[config.mk]
export PLATFORM = sky130hd
export DESIGN_NAME = mcop_front_flat
export DESIGN_NICKNAME = d
export VERILOG_FILES = /design/src/rtl/monte_carlo_option_payoff_top_defines.svh /design/src/rtl/mcop_pkg.sv /design/src/rtl/mcop_in_if.sv /design/src/rtl/mcop_front.sv /design/src/flat_wrapper.sv
export SDC_FILE = /design/constraint.sdc
export NUM_CORES = 2
export LEC_CHECK = 0
export BUFFER_PORTS_ARGS = -buffer_cell sky130_fd_sc_hd__buf_2
export CELL_PAD_IN_SITES_DETAIL_PLACEMENT = 1
export CELL_PAD_IN_SITES_GLOBAL_PLACEMENT = 1
export CORE_ASPECT_RATIO = 1.5
export CORE_UTILIZATION = 45
export DETAILED_ROUTE_END_ITERATION = 7
export HOLD_SLACK_MARGIN = 0.12
export PLACE_DENSITY_LB_ADDON = 0.1
export SYNTH_ARGS = -nofsm -noshare
export SYNTH_HDL_FRONTEND = slang
export SYNTH_SLANG_ARGS = --single-unit
[constraint.sdc]
create_clock -name clk -period 17.5 [get_ports clk]
set_input_delay 1.75 -clock clk [delete_from_list [all_inputs] [get_ports clk]]
set_output_delay 1.75 -clock clk [all_outputs]
set_load 0.03 [all_outputs]
[src/rtl/monte_carlo_option_payoff_top_defines.svh]
// assertion macros
`ifndef MONTE_CARLO_OPTION_PAYOFF_TOP_DEFINES_SVH
`define MONTE_CARLO_OPTION_PAYOFF_TOP_DEFINES_SVH
`ifndef SYNTHESIS
`define MCOP_ASSERT_IMP(label, clk, rst, a, b) \
  label: assert property (@(posedge clk) disable iff (rst) (a) |-> (b)) \
    else $error("implication failed");
`define MCOP_ASSERT_NEXT(label, clk, rst, a, b) \
  label: assert property (@(posedge clk) disable iff (rst) (a) |=> (b)) \
    else $error("next-cycle implication failed");
`else
`define MCOP_ASSERT_IMP(label, clk, rst, a, b)
`define MCOP_ASSERT_NEXT(label, clk, rst, a, b)
`endif
`endif

[src/rtl/mcop_pkg.sv]
package mcop_pkg;

  localparam logic [3:0] REG_PAYOFF_MODE    = 4'd0;
  localparam logic [3:0] REG_STEPS_PER_PATH = 4'd1;
  localparam logic [3:0] REG_DRIFT_STEP     = 4'd2;
  localparam logic [3:0] REG_DIFFUSION_STEP = 4'd3;
  localparam logic [3:0] REG_SPOT_PRICE     = 4'd4;
  localparam logic [3:0] REG_STRIKE_PRICE   = 4'd5;
  localparam logic [3:0] REG_BARRIER_LEVEL  = 4'd6;
  localparam logic [3:0] REG_DISCOUNT       = 4'd7;

  localparam logic [30:0] LOG2E_Q30  = 31'd1549082005;
  localparam logic [31:0] EXP_COEF_5 = 32'd165394;
  localparam logic [31:0] LOG_MAX    = 32'h7FFF_FFFF;
  localparam logic [51:0] TOTAL_MAX  = {52{1'b1}};

  typedef struct packed {
    logic [31:0] log_return;
    logic [31:0] min_log_return;
    logic        last;
  } entry_t;

  function automatic logic [31:0] exp_coef(input logic [2:0] i);
    logic [31:0] c;
    case (i)
      3'd0: c = 32'd1431680;
      3'd1: c = 32'd10327388;
      3'd2: c = 32'd59597083;
      3'd3: c = 32'd257941248;
      3'd4: c = 32'd744261118;
      default: c = 32'd1073741824;
    endcase
    return c;
  endfunction

endpackage

[src/rtl/mcop_in_if.sv]
interface mcop_in_if;
  logic               valid;
  logic               ready;
  logic signed [15:0] normal_sample;
  logic               end_of_run;
  modport source(output valid, normal_sample, end_of_run, input ready);
  modport sink(input valid, normal_sample, end_of_run, output ready);
endinterface

[src/rtl/mcop_front.sv]
module mcop_front #(
  parameter int MAX_STEPS = 1024
) (
  input  logic             clk,
  input  logic             rst,
  mcop_in_if.sink          samples,
  input  logic [10:0]      steps_per_path,
  input  logic [31:0]      drift_step,
  input  logic [30:0]      diffusion_step,
  input  logic             q_full,
  output logic             q_push,
  output mcop_pkg::entry_t q_data
);

  localparam int SW = $clog2(MAX_STEPS + 1);
  localparam int CW = (SW > 11) ? SW : 11;

  logic               busy;
  logic               last_r;
  logic signed [47:0] term_prod;
  logic signed [31:0] log_return;
  logic signed [31:0] min_log_return;
  logic [SW-1:0]      step_index;

  logic [CW-1:0]      steps_ext;
  logic [CW-1:0]      eff_steps;
  logic signed [34:0] sum;
  logic signed [31:0] log_next;
  logic signed [31:0] min_next;
  logic               path_done;

  assign samples.ready = !busy && !q_full;

  always_comb begin
    steps_ext = CW'(steps_per_path);
    if (steps_per_path == 11'd0) begin
      eff_steps = CW'(1);
    end else if (steps_ext > CW'(MAX_STEPS)) begin
      eff_steps = CW'(MAX_STEPS);
    end else begin
      eff_steps = steps_ext;
    end
    sum = 35'(log_return) + 35'($signed(drift_step)) + 35'(term_prod >>> 14);
    if (sum > 35'sh0_7FFF_FFFF) begin
      log_next = 32'sh7FFF_FFFF;
    end else if (sum < -35'sh0_8000_0000) begin
      log_next = 32'sh8000_0000;
    end else begin
      log_next = sum[31:0];
    end
    min_next  = (log_next < min_log_return) ? log_next : min_log_return;
    path_done = !((CW'(step_index) + CW'(1)) < eff_steps);
  end

  assign q_push = busy && path_done;
  assign q_data = '{log_return: log_next, min_log_return: min_next, last: last_r};

  always_ff @(posedge clk) begin
    if (samples.valid && samples.ready) begin
      term_prod <= $signed({1'b0, diffusion_step}) * samples.normal_sample;
      last_r    <= samples.end_of_run;
    end
  end

  always_ff @(posedge clk) begin
    if (rst) begin
      busy           <= 1'b0;
      log_return     <= '0;
      min_log_return <= mcop_pkg::LOG_MAX;
      step_index     <= '0;
    end else if (busy) begin
      busy <= 1'b0;
      if (path_done) begin
        log_return     <= '0;
        min_log_return <= mcop_pkg::LOG_MAX;
        step_index     <= '0;
      end else begin
        log_return     <= log_next;
        min_log_return <= min_next;
        step_index     <= step_index + SW'(1);
      end
    end else if (samples.valid && samples.ready) begin
      busy <= 1'b1;
    end
  end

endmodule

[src/flat_wrapper.sv]
// flat-port wrapper written by rule: the top's interface ports become plain ports
module mcop_front_flat 
#(
  parameter int MAX_STEPS = 1024
)
  (clk, rst, steps_per_path, drift_step, diffusion_step, q_full, q_push, q_data, samples_valid, samples_normal_sample, samples_end_of_run, samples_ready);
  mcop_in_if samples_i ();
  input  logic clk;
  input  logic rst;
  input  logic [10:0] steps_per_path;
  input  logic [31:0] drift_step;
  input  logic [30:0] diffusion_step;
  input  logic q_full;
  output logic q_push;
  output mcop_pkg::entry_t q_data;
  input wire logic [$bits(samples_i.valid)-1:0] samples_valid;
  input wire logic [$bits(samples_i.normal_sample)-1:0] samples_normal_sample;
  input wire logic [$bits(samples_i.end_of_run)-1:0] samples_end_of_run;
  output wire logic [$bits(samples_i.ready)-1:0] samples_ready;
  assign samples_i.valid = samples_valid;
  assign samples_i.normal_sample = samples_normal_sample;
  assign samples_i.end_of_run = samples_end_of_run;
  assign samples_ready = samples_i.ready;
  mcop_front #(.MAX_STEPS(MAX_STEPS)) u_core (.clk(clk), .rst(rst), .samples(samples_i), .steps_per_path(steps_per_path), .drift_step(drift_step), .diffusion_step(diffusion_step), .q_full(q_full), .q_push(q_push), .q_data(q_data));
endmodule
==> flow_summary_export.csv <==
group,metric,value,unit
run_status,status,"completed",
critical_path,ff2ff_path_depth,27,
critical_path,reg2reg_from,"u_core.log_return[1]$_SDFFE_PP0P_",
yosys,ys_seq_area_share,10.8,%
layout,syn2layout_area_growth,6.47,%
floorplanning,rows,103,
critical_path,r2r_end,"u_core.min_log_return[0]$_SDFFE_PP1P_",
yosys,synth.distinct_cells,66,
drt,avgRoutedWirePerCell,21.0,um
clock_tree,cts_tree,"yes",
run,maxCapViolations,0,
global_route,antenna_found_initial,2,
floorplanning,start_util,45.5,%
yosys,synthFlopType,"dfxtp_1",
yosys,synth_edf_count,35,
global_route,grt.total_usage,28.1,%
critical_path,startpoint_type,"input port",
yosys,syn_nets,3485,
timing,finalClockSkew,0.0136,ns
yosys,yosysTopAreaCell,"fa_1",
critical_path,worst-path-buf-inv,5,
timing,hold_slack,0.471,ns
critical_path,worstPathArrival,9.25,ns
critical_path,crit_type,"input port to primary output",
clock_tree,hold_buffers,0,
critical_path,crit_required,15.75,ns
yosys,yosys-top-cells-area,"fa_1 37%, ha_1 12%, inv_1 8.1%",
yosys,synth_cells,2728,
drt,firstDrtPassIters,4,
yosys,synth_warnings,0,
timing,max_freq,90.9,MHz
global_route,grt_pass1_wl,117000,um
timing,slew_violations,0,
global_route,grt_pass1_vias,21900,
floorplanning,dieHeight,284,um
floorplanning,fp.dieArea,0.0539,sq mm
timing,finalHoldViolCount,0,
clock_tree,cts_buffers,9,
critical_path,crit_slowest_cell,"or3_1",
critical_path,crit_path_start,"drift_step[1]",
global_route,overflow,0,
timing,setup_viol,0,
place,dpl.hpwl,57100,um
floorplanning,io_pins,162,
critical_path,cp_slowest_stage_delay,0.79,ns
yosys,ys_top_cells_by_count,"512 x inv_1, 438 x fa_1, 384 x nand2_1",
critical_path,cpMostUsedCell,"a21o_1",
layout,drive_gt1_share,7.63,%
clock_tree,ctsResizeCount,0,
timing,worst_pin_slew,0.964,ns
place,numPortBuffers,161,
floorplanning,die_w,190,um
timing,slew_headroom,35.7,%
critical_path,crit_end,"q_data[27]",
timing,period_needed,11.00,ns
drt,routed_wl,73000,um
timing,finalWorstSetupSlack,6.50,ns
global_route,grt_max_degree,69,
layout,fillers,6235,
yosys,synth_most_common_cell,"inv_1",
timing,setup_tns,0,ns
clock_tree,cts_max_path_buffers,2,
drt,post_drt_via_cell_ratio,5.46,
critical_path,path_depth,29,
yosys,avgSynthCellArea,8.74,sq um
layout,num-nets-final,3544,
clock_tree,cts.reportedPaths.clkPinSlew,0.08,ns
clock_tree,cts.sinks,111,
critical_path,r2r_slack,9.24,ns
drt,drc_errors,0,
yosys,synth_top_area_share,36.8,%
yosys,ys_ff_latch,111,
clock_tree,clk_latency,0.38,ns
yosys,synth.cell_area,0.0238,sq mm
place,gp_congestion,0.878,
timing,grt_setup_unrepaired,"no",
clock_tree,postCtsSetupBuffers,0,
critical_path,crit_path_end_kind,"primary output",
yosys,async_flop_share,0,%
place,dp_slack,6.52,ns
drt,vias,19000,
floorplanning,core,0.0525,sq mm
critical_path,cp_max_fo,68,
timing,fin_crit_sh,62.9,%
drt,drt_iter0_drc,662,
critical_path,crit_family,"compound AO/OA/AOI/OAI gates",
min_path,hp-class,"register to register",
clock_tree,cts_root_buffer,"clkbuf_16",
drt,ant_nets,0,
clock_tree,htreeDepth,3,
cells by family after synthesis:
logic type               share of synthesized area (%)
AND/OR/NAND/NOR                                   16.9
adder cells (fa/ha/maj)                           48.5
buffers and inverters                             10.4
AO/OA/AOI/OAI                                     9.54
flip-flops                                        10.8
XOR/XNOR                                          2.61
multiplexers                                      1.26
through the flow:
step                cell area (sq um)  utilization, %  cells
detailed placement              25100            47.8   3458
global route                    25400            48.4   3474
floorplan                       23800               -   2728
global placement                25100            47.8   3458
finish                          25400            48.4   3475
CTS                             25400            48.4   3474
flip-flops by register name, indices dropped and copies added (netlist names):
signal                 cells
u_core.term_prod          34
u_core.busy                1
u_core.step_index         11
u_core.log_return         32
u_core.min_log_return     32
u_core.last_r              1
cell type report:
type	instances	area [sq um]	area share, %
Tap cell	682	853	3.36
Multi-Input combinational cell	1974	18800	74.1
Inverter	513	1930	7.58
Clock buffer	10	250	0.986
Clock inverter	6	47.5	0.187
Antenna cell	1	2.50	0.00986
Timing Repair Buffer	178	933	3.68
Sequential cell	111	2570	10.1
layer usage:
layer  routed length, um  GRT usage (%)
met1               29500           32.7
met5                   0              0
met2               40000           54.2
met4                2030           8.27
met3                1520           1.61
worst min-delay path by stage:
stage | startpoint | endpoint | slack [ns] | cells past startpoint
2_1_floorplan | u_core.min_log_return[0]$_SDFFE_PP1P_ | u_core.min_log_return[0]$_SDFFE_PP1P_ | 0.44 | 1
3_3_place_gp | u_core.min_log_return[0]$_SDFFE_PP1P_ | u_core.min_log_return[0]$_SDFFE_PP1P_ | 0.44 | 1
3_5_place_dp | u_core.min_log_return[0]$_SDFFE_PP1P_ | u_core.min_log_return[0]$_SDFFE_PP1P_ | 0.46 | 1
4_1_cts | u_core.min_log_return[0]$_SDFFE_PP1P_ | u_core.min_log_return[0]$_SDFFE_PP1P_ | 0.48 | 1
5_1_grt | u_core.min_log_return[1]$_SDFFE_PP1P_ | u_core.min_log_return[1]$_SDFFE_PP1P_ | 0.50 | 1
6_report | u_core.min_log_return[0]$_SDFFE_PP1P_ | u_core.min_log_return[0]$_SDFFE_PP1P_ | 0.47 | 1
layout by cell type (no fill, tap or decap), drive strengths merged, types with 56 or more instances in the layout:
cell   instances
inv          515
a21o          56
dfxtp         76
nand2        385
fa           438
a21oi         67
and2         180
ha           224
buf          178
o21ai        101
nor2         150
Power is not shown: default switching activity piles up to over one toggle a cycle in this logic, so the estimate is an artifact.
