[src/rtl/monte_carlo_option_payoff_top_defines.svh]
// assertion macros
`ifndef MONTE_CARLO_OPTION_PAYOFF_TOP_DEFINES_SVH
`define MONTE_CARLO_OPTION_PAYOFF_TOP_DEFINES_SVH
`ifndef SYNTHESIS
`define MCOP_ASSERT_IMP(label, clk, rst, a, b) \
  label: assert property (@(posedge clk) disable iff (rst) (a) |-> (b)) \
    else $error("implication failed");
`define MCOP_ASSERT_NEXT(label, clk, rst, a, b) \
  label: assert property (@(posedge clk) disable iff (rst) (a) |=> (b)) \
    else $error("next-cycle implication failed");
`else
`define MCOP_ASSERT_IMP(label, clk, rst, a, b)
`define MCOP_ASSERT_NEXT(label, clk, rst, a, b)
`endif
`endif

[src/rtl/mcop_pkg.sv]
package mcop_pkg;

  localparam logic [3:0] REG_PAYOFF_MODE    = 4'd0;
  localparam logic [3:0] REG_STEPS_PER_PATH = 4'd1;
  localparam logic [3:0] REG_DRIFT_STEP     = 4'd2;
  localparam logic [3:0] REG_DIFFUSION_STEP = 4'd3;
  localparam logic [3:0] REG_SPOT_PRICE     = 4'd4;
  localparam logic [3:0] REG_STRIKE_PRICE   = 4'd5;
  localparam logic [3:0] REG_BARRIER_LEVEL  = 4'd6;
  localparam logic [3:0] REG_DISCOUNT       = 4'd7;

  localparam logic [30:0] LOG2E_Q30  = 31'd1549082005;
  localparam logic [31:0] EXP_COEF_5 = 32'd165394;
  localparam logic [31:0] LOG_MAX    = 32'h7FFF_FFFF;
  localparam logic [51:0] TOTAL_MAX  = {52{1'b1}};

  typedef struct packed {
    logic [31:0] log_return;
    logic [31:0] min_log_return;
    logic        last;
  } entry_t;

  function automatic logic [31:0] exp_coef(input logic [2:0] i);
    logic [31:0] c;
    case (i)
      3'd0: c = 32'd1431680;
      3'd1: c = 32'd10327388;
      3'd2: c = 32'd59597083;
      3'd3: c = 32'd257941248;
      3'd4: c = 32'd744261118;
      default: c = 32'd1073741824;
    endcase
    return c;
  endfunction

endpackage

[src/rtl/mcop_queue.sv]
module mcop_queue (
  input  logic            clk,
  input  logic            rst,
  input  logic            push,
  input  mcop_pkg::entry_t push_data,
  output logic            full,
  input  logic            pop,
  output logic            not_empty,
  output mcop_pkg::entry_t pop_data
);

  mcop_pkg::entry_t slots [2];
  logic       wr_ptr;
  logic       rd_ptr;
  logic [1:0] count;

  assign full      = (count == 2'd2);
  assign not_empty = (count != 2'd0);
  assign pop_data  = slots[rd_ptr];

  always_ff @(posedge clk) begin
    if (push) begin
      slots[wr_ptr] <= push_data;
    end
  end

  always_ff @(posedge clk) begin
    if (rst) begin
      wr_ptr <= 1'b0;
      rd_ptr <= 1'b0;
      count  <= 2'd0;
    end else begin
      if (push) begin
        wr_ptr <= ~wr_ptr;
      end
      if (pop) begin
        rd_ptr <= ~rd_ptr;
      end
      count <= count + {1'b0, push} - {1'b0, pop};
    end
  end

endmodule

[config.mk]
export PLATFORM = sky130hd
export DESIGN_NAME = mcop_queue
export DESIGN_NICKNAME = d
export VERILOG_FILES = /design/src/rtl/monte_carlo_option_payoff_top_defines.svh /design/src/rtl/mcop_pkg.sv /design/src/rtl/mcop_queue.sv
export SDC_FILE = /design/constraint.sdc
export NUM_CORES = 1
export LEC_CHECK = 0
export BUFFER_PORTS_ARGS = -buffer_cell sky130_fd_sc_hd__buf_2
export CORE_ASPECT_RATIO = 0.9
export CORE_MARGIN = 3
export CORE_UTILIZATION = 58
export CTS_BUF_LIST = sky130_fd_sc_hd__clkbuf_4
export DETAILED_ROUTE_END_ITERATION = 10
export GPL_ROUTABILITY_DRIVEN = 0
export GPL_TIMING_DRIVEN = 1
export PLACE_DENSITY = 0.95
export SKIP_LAST_GASP = 1
export SLEW_MARGIN = 20
export SYNTH_ARGS = -nofsm -noshare
export SYNTH_HDL_FRONTEND = slang
export SYNTH_SLANG_ARGS = --single-unit
[constraint.sdc]
create_clock -name clk -period 10 [get_ports clk]
set_input_delay 0 -clock clk [delete_from_list [all_inputs] [get_ports clk]]
set_output_delay 0 -clock clk [all_outputs]
set_load 0.01 [all_outputs]
==> run_results.csv, run 1 <==
group,metric,value,unit
clock_tree,cts_resized,0,
synthesis,syn_avg_cell_area,22.9,um2
synthesis,synth_warnings,0,
synthesis,async_flop_share,0,%
routing,drt_wl_total,10500,um
routing,wire_per_inst,18.4,um
routing,drc,0,
clock_tree,cts_buffers,17,
synthesis,ys_top_cells_by_count,"edfxtp_1, mux2_4, mux2_2",
critical_path,startpoint_type,"flop",
grt,grt_max_degree,66,
status,status,"complete, no violations",
timing,rsz0062_at_grt,"no",
finish,drive_gt1_share,52.5,%
critical_path,critPathMaxStageDelay,0.62,ns
clock_tree,clkSinkCount,135,
timing,post-route-period-util,19.8,%
hold_path,hold_path_depth,2,
grt,grt_busiest_layer,"met2",
timing,drv_slew,0,
critical_path,crit_slowest_cell,"dfxtp_4",
synthesis,synth_nets,294,
timing,fin_hold_ws,0.215,ns
clock_tree,clock_latency,0.50,ns
routing,antenna_left,0,
grt,grt_pass1_wl,16100,um
hold_path,hold_class,"in2reg",
synthesis,synthesis.area,5110,um2
finish,n_antenna_cell,0,
place,portBuffers,135,
grt,antenna_found_initial,0,
job,cap_violations,0,
routing,dr.pass1.iters,4,
critical_path,reg2reg_depth,6,
clock_tree,clockBufferDepth,2,
critical_path,arrival,1.98,ns
floorplanning,fp.coreArea,8300,um2
timing,max_freq,504,MHz
synthesis,synth.area.top_cells,"edfxtp_1, mux2_4, mux2_2",
finish,syn2layout_area_growth,35.7,%
synthesis,synth_top_area_share,76.3,%
critical_path,worstSetupPathType,"reg2out",
synthesis,yosysUniqueCellTypes,14,
clock_tree,htree_num_levels,4,
routing,vias_per_cell,5.00,
routing,dr_total_vias,2849,
synthesis,ys_seq_area_share,78.3,%
floorplanning,die_x,105,um
timing,setup_violations,0,
synthesis,synthFlopType,"edfxtp_1",
timing,finalCriticalPeriod,1.98,ns
pwr,power_density,181,nW/um2
timing,fin_worst_skew,0.0113,ns
critical_path,crit_fanout,43,
finish,nNetsFinal,513,
grt,use_met3,6.64,%
synthesis,netlist_instances,223,
routing,drt-initial-drc-count,166,
synthesis,synth_most_common_cell,"edfxtp_1",
timing,worstMarginPinSlew,0.886,ns
clock_tree,clkTransAtPathRegs,0.12,ns
hold_path,min-delay-start,"push_data[33]",
pwr,power_leakage,2.78,nW
timing,relSlewSlack,40.9,%
critical_path,crit_chain,"buf_16 > mux2_2 > buf_2",
grt,grt_pass1_vias,3113,
grt,grt_usage,21.9,%
timing,hold_viol_final,0,
clock_tree,root_buffer,"clkbuf_4",
floorplanning,die_area,9980,um2
critical_path,critPathCaptureType,"output pin",
synthesis,synth-seq-cells,135,
critical_path,required,10.00,ns
clock_tree,tritoncts,"built",
pwr,peakVddDrop,119,uV
grt,overflow,0,
critical_path,crit-reg2reg-launch,"count[0]",
floorplanning,placement_rows,31,
timing,fin_tns_setup,0,ns
floorplanning,die_h,95.1,um
floorplanning,ios,136,
grt,use_met2,39.6,%
grt,use_met1,25.3,%
synthesis,synth_edf_count,130,
synthesis,synth_largest_area_cell,"edfxtp_1",
floorplanning,start_util,61.6,%
critical_path,r2r_slack,8.25,ns
==> sequential cells by signal (all words and copies together) (netlist names), named ones only <==
| signal | flops |
|---|---|
| count | 2 |
| wr_ptr | 1 |
| rd_ptr | 1 |
| slots | 130 |
==> worst max-delay path, delay by kind of cell (launching register included) <==
kind                   cells  cell delay [ns]
muxes                      1             0.37
DFF                        1             0.62
buffers and inverters      2             0.48
==> placed cells by master (no fill, tap or decap) <==
cell / Yosys / final
and2_2: 0 / 1
buf_16: 0 / 1
buf_2: 1 / 135
buf_4: 0 / 2
bufinv_16: 0 / 4
clkbuf_4: 0 / 18
clkinv_2: 0 / 2
clkinv_4: 0 / 3
clkinvlp_4: 0 / 2
dfxtp_1: 5 / 4
dfxtp_4: 0 / 1
dlygate4sd3_1: 0 / 69
edfxtp_1: 130 / 130
ha_1: 2 / 2
inv_1: 2 / 2
inv_6: 0 / 3
mux2_2: 15 / 15
mux2_4: 50 / 50
nor2_1: 4 / 4
nor2b_1: 3 / 2
nor2b_4: 0 / 1
or2_2: 1 / 1
xnor2_1: 2 / 2
xnor3_1: 1 / 1
==> per-stage QoR <==
step / setup slack [ns] / util, % / cells / power, mW / area (um2)
floorplan: 6.29 / - / 223 / 0.783 / 5110
global placement: 8.34 / 71.0 / 468 / 0.835 / 5890
detailed placement: 8.31 / 71.0 / 468 / 0.842 / 5890
CTS: 7.75 / 83.3 / 569 / 1.26 / 6910
global route: 7.90 / 83.6 / 570 / 1.30 / 6940
finish: 8.02 / 83.6 / 570 / 1.26 / 6940
==> cell families (layout without fill, tap and decap cells) <==
logic type / count (synthesis) / after routing / share of synthesized area [%]
and+or+nand+nor: 9 / 9 / 0.905
DFF: 135 / 135 / 78.3
buffers and inverters: 9 / 241 / 1.57
adders and majority gates: 2 / 2 / 0.489
xor gates and xnor gates: 3 / 3 / 0.783
muxes: 65 / 65 / 18.0
==> repair_timing <==
action / CTS / global route
hold buffers: 69 / 0
hold endpoints to repair: 135 / 0
setup buffers: 0 / 0
==> layer usage <==
layer | vias up | wire, um
met2 | 127 | 5630
met4 | 0 | 181
met1 | 1387 | 4040
met5 | - | 0
li1 | 1319 | -
met3 | 16 | 631
==> worst paths after layout <==
kind / endpoint
worst min-delay path: slots[1][33]
worst max-delay path: pop_data[0]
worst max register to register: count[0]
worst min register to register: rd_ptr
==> power by group <==
group,switching (mW),leakage (nW),internal (mW)
sequential,0.0155,1.26,0.660
clock,0.199,0.173,0.204
combinational,0.0785,1.34,0.0999
==> final cells by class <==
type | instances | area [um2]
Multi-Input combinational cell | 79 | 1040
Inverter | 2 | 7.51
Tap cell | 115 | 144
Clock inverter | 14 | 198
Timing Repair Buffer | 207 | 1410
Clock buffer | 18 | 135
Fill cell | 401 | 1360
Sequential cell | 135 | 4010
Power figures use the tool's default switching activity.
==> run 2, diff against run 1 <==
--- a/config.mk
+++ b/config.mk
@@ -5,15 +5,16 @@
 export SDC_FILE = /design/constraint.sdc
 export NUM_CORES = 1
 export LEC_CHECK = 0
+export ABC_AREA = 1
 export BUFFER_PORTS_ARGS = -buffer_cell sky130_fd_sc_hd__buf_2
 export CORE_ASPECT_RATIO = 0.9
 export CORE_MARGIN = 3
-export CORE_UTILIZATION = 58
+export CORE_UTILIZATION = 49
 export CTS_BUF_LIST = sky130_fd_sc_hd__clkbuf_4
 export DETAILED_ROUTE_END_ITERATION = 10
 export GPL_ROUTABILITY_DRIVEN = 0
 export GPL_TIMING_DRIVEN = 1
-export PLACE_DENSITY = 0.95
+export PLACE_DENSITY = 0.9
 export SKIP_LAST_GASP = 1
 export SLEW_MARGIN = 20
 export SYNTH_ARGS = -nofsm -noshare
==> constraint.sdc (replaced) <==
create_clock -name clk -period 1.65 [get_ports clk]
set_input_delay 0 -clock clk [delete_from_list [all_inputs] [get_ports clk]]
set_output_delay 0 -clock clk [all_outputs]
set_load 0.01 [all_outputs]
==> run 2 against run 1 <==
Total power grew to 6.0 times the previous value; sequential share of layout area is 4.4 points lower; non-clock buffer count is 15 higher; synthesized area hardly changed; clock power grew to 5.5 times the previous value; sequential power grew to 6.0 times the previous value; flip-flop and latch count stayed put; core utilization is 7.8 points lower; critical endpoint is now pop_data[10]; largest cell class unchanged; largest power group unchanged; highest routed layer unchanged.
==> run_results.csv, run 2 <==
group,metric,value,unit
status,status,"complete, no violations",
floorplanning,die_area,11700,um2
finish,final_cell_mix,"edfxtp_1, buf_2, dlygate4sd3_1",
timing,post-route-period-util,98.0,%
routing,drt_wl_total,11100,um
synthesis,ys_top_cells_by_count,"edfxtp_1, mux2_4, mux2_2",
finish,largest_register,"slots",
critical_path,critPathCaptureType,"output pin",
grt,grt_pass1_wl,14900,um
timing,finalCriticalPeriod,1.62,ns
finish,reg_top3,"slots (130), count (2)",
grt,antenna_found_initial,0,
finish,fin_cells,605,
timing,fin_tns_setup,0,ns
clock_tree,clkSinkCount,135,
synthesis,synth_top_family_by_area,"multiplexers",
pwr,peakVddDrop,792,uV
hold_path,hold_class,"in2reg",
synthesis,synth-simple-area-share,1.08,%
synthesis,netlist_instances,233,
floorplanning,start_util,51.7,%
routing,dr.pass1.iters,4,
synthesis,synth_top_area_share,76.2,%
synthesis,synth_most_common_cell,"edfxtp_1",
routing,wire_per_inst,18.4,um
pwr,power_density,1010,nW/um2
critical_path,reg2reg_depth,8,
critical_path,arrival,1.62,ns
synthesis,synth_edf_count,130,
synthesis,synthesis.area,5120,um2
floorplanning,ios,136,
timing,worstMarginPinSlew,0.371,ns
synthesis,yosys.area_share.adder,0.489,%
clock_tree,tritoncts,"built",
floorplanning,die_x,114,um
clock_tree,clkTransAtPathRegs,0.11,ns
timing,setup_violations,0,
clock_tree,cts_buffers,17,
routing,drt-initial-drc-count,118,
critical_path,worstSetupPathType,"reg2out",
timing,drv_slew,0,
synthesis,muxShareOfSynthArea,18.0,%
routing,dr_total_vias,2980,
hold_path,hold_path_depth,2,
hold_path,hold_end,"slots[1][7]",
hold_path,min-delay-start,"push_data[7]",
critical_path,crit-reg2reg-launch,"count[0]",
place,portBuffers,135,
synthesis,synth_warnings,0,
floorplanning,placement_rows,34,
grt,grt_pass1_vias,3155,
floorplanning,die_h,103,um
pwr,power_leakage,3.04,nW
routing,drc,0,
finish,drive_gt1_share,53.0,%
timing,max_freq,618,MHz
synthesis,synth_largest_area_cell,"edfxtp_1",
place,post-dp-hpwl,5980,um
grt,overflow,0,
finish,nNetsFinal,538,
finish,layout_commonest_cell,"edfxtp_1",
critical_path,startpoint_type,"flop",
routing,antenna_left,0,
timing,rsz0062_at_grt,"yes",
synthesis,yosysUniqueCellTypes,14,
finish,largest_reg_flops,130,
critical_path,crit_fanout,8,
routing,vias_per_cell,4.93,
place,placed_cells,493,
synthesis,async_flop_share,0,%
finish,syn2layout_area_growth,46.8,%
synthesis,synth.area.top_cells,"edfxtp_1, mux2_4, mux2_2",
clock_tree,clock_latency,0.47,ns
timing,relSlewSlack,75.2,%
finish,n_antenna_cell,0,
place,pre_cts_slack,0.320,ns
synthesis,synth_xor_area_share,0.171,%
synthesis,syn_avg_cell_area,22.0,um2
timing,setup_ws,0.0331,ns
clock_tree,htree_num_levels,4,
synthesis,synth_nets,304,
grt,grt_max_degree,48,
critical_path,r2r_slack,0.26,ns
grt,grt_usage,16.9,%
timing,fin_worst_skew,0.0110,ns
clock_tree,clockBufferDepth,2,
synthesis,synth_compound_area_share,0.0978,%
synthesis,synth-seq-cells,135,
synthesis,synthFlopType,"edfxtp_1",
critical_path,required,1.65,ns
clock_tree,root_buffer,"clkbuf_4",
timing,hold_viol_final,0,
critical_path,rr_endpoint,"count[1]",
job,cap_violations,0,
synthesis,ys_seq_area_share,78.2,%
floorplanning,fp.coreArea,9910,um2
run 2: changes by cell type after synthesis, moves of 3 or more:
cell     delta
nor2b_1     -3
nand2_1     +5
nor2_1      +3
inv_1       +6
run 2: how the worst max path moves through the flow:
stage	slack [ns]	to
after global placement	0.36	slots[1][49]
final	0.03	pop_data[10]
after global routing	-0.08	pop_data[10]
after detailed placement	0.32	slots[1][24]
after floorplan	-0.08	slots[1][0]
after CTS	-0.05	pop_data[64]
run 2: cell families (layout without fill, tap and decap cells):
group | count (synthesis) | in the layout
AOI/OAI and AO/OA | 1 | 1
xor gates and xnor gates | 1 | 1
adders and majority gates | 2 | 2
buffers and inverters | 15 | 261
DFF | 135 | 135
muxes | 65 | 65
and+or+nand+nor | 14 | 14
run 2: per-stage QoR:
step | hold WS (ns) | power [mW] | util [%] | cell area (um2)
2_1_floorplan | 0.0712 | 4.65 | - | 5130
3_3_place_gp | 0.189 | 4.97 | 60.6 | 6010
3_5_place_dp | 0.191 | 5.02 | 60.6 | 6010
4_1_cts | 0.181 | 7.32 | 70.7 | 7000
5_1_grt | 0.150 | 7.89 | 75.8 | 7520
6_report | 0.233 | 7.58 | 75.8 | 7520
run 2: where the power goes:
| part | internal [mW] | leakage (nW) | switching, mW |
|---|---|---|---|
| registers | 3.96 | 1.26 | 0.0583 |
| logic | 0.806 | 1.62 | 0.554 |
| clock network | 1.08 | 0.158 | 1.12 |
run 2: cell type report:
cell class                      count  area [um2]
Tap cell                          126         158
Sequential cell                   135        4010
Clock inverter                     12         155
Clock buffer                       19         143
Fill cell                         553        2390
Inverter                            8        33.8
Timing Repair Buffer              222        1950
Multi-Input combinational cell     83        1070
run 2: layer usage:
layer | vias to the layer above | global-route usage (%) | part of all wire, %
met5 | - | 0 | 0
met4 | 0 | 6.19 | 1.4
met3 | 18 | 6.34 | 5.6
met2 | 126 | 30.8 | 55
met1 | 1454 | 18.0 | 38
li1 | 1382 | - | -
run 2: what timing repair did:
| action | in CTS | in global routing |
|---|---|---|
| hold buffers | 69 | 0 |
| resized for setup | 1 | 64 |
| setup buffers | 0 | 3 |
| hold endpoints to repair | 135 | 0 |
| setup endpoints to repair | 39 | 65 |
| cloned | 0 | 9 |
run 2: critical path: stages, from the launching register on:
cell     delay [ns]
dfxtp_4        0.39
buf_8          0.14
buf_12         0.14
mux2_2         0.35
buf_6          0.13
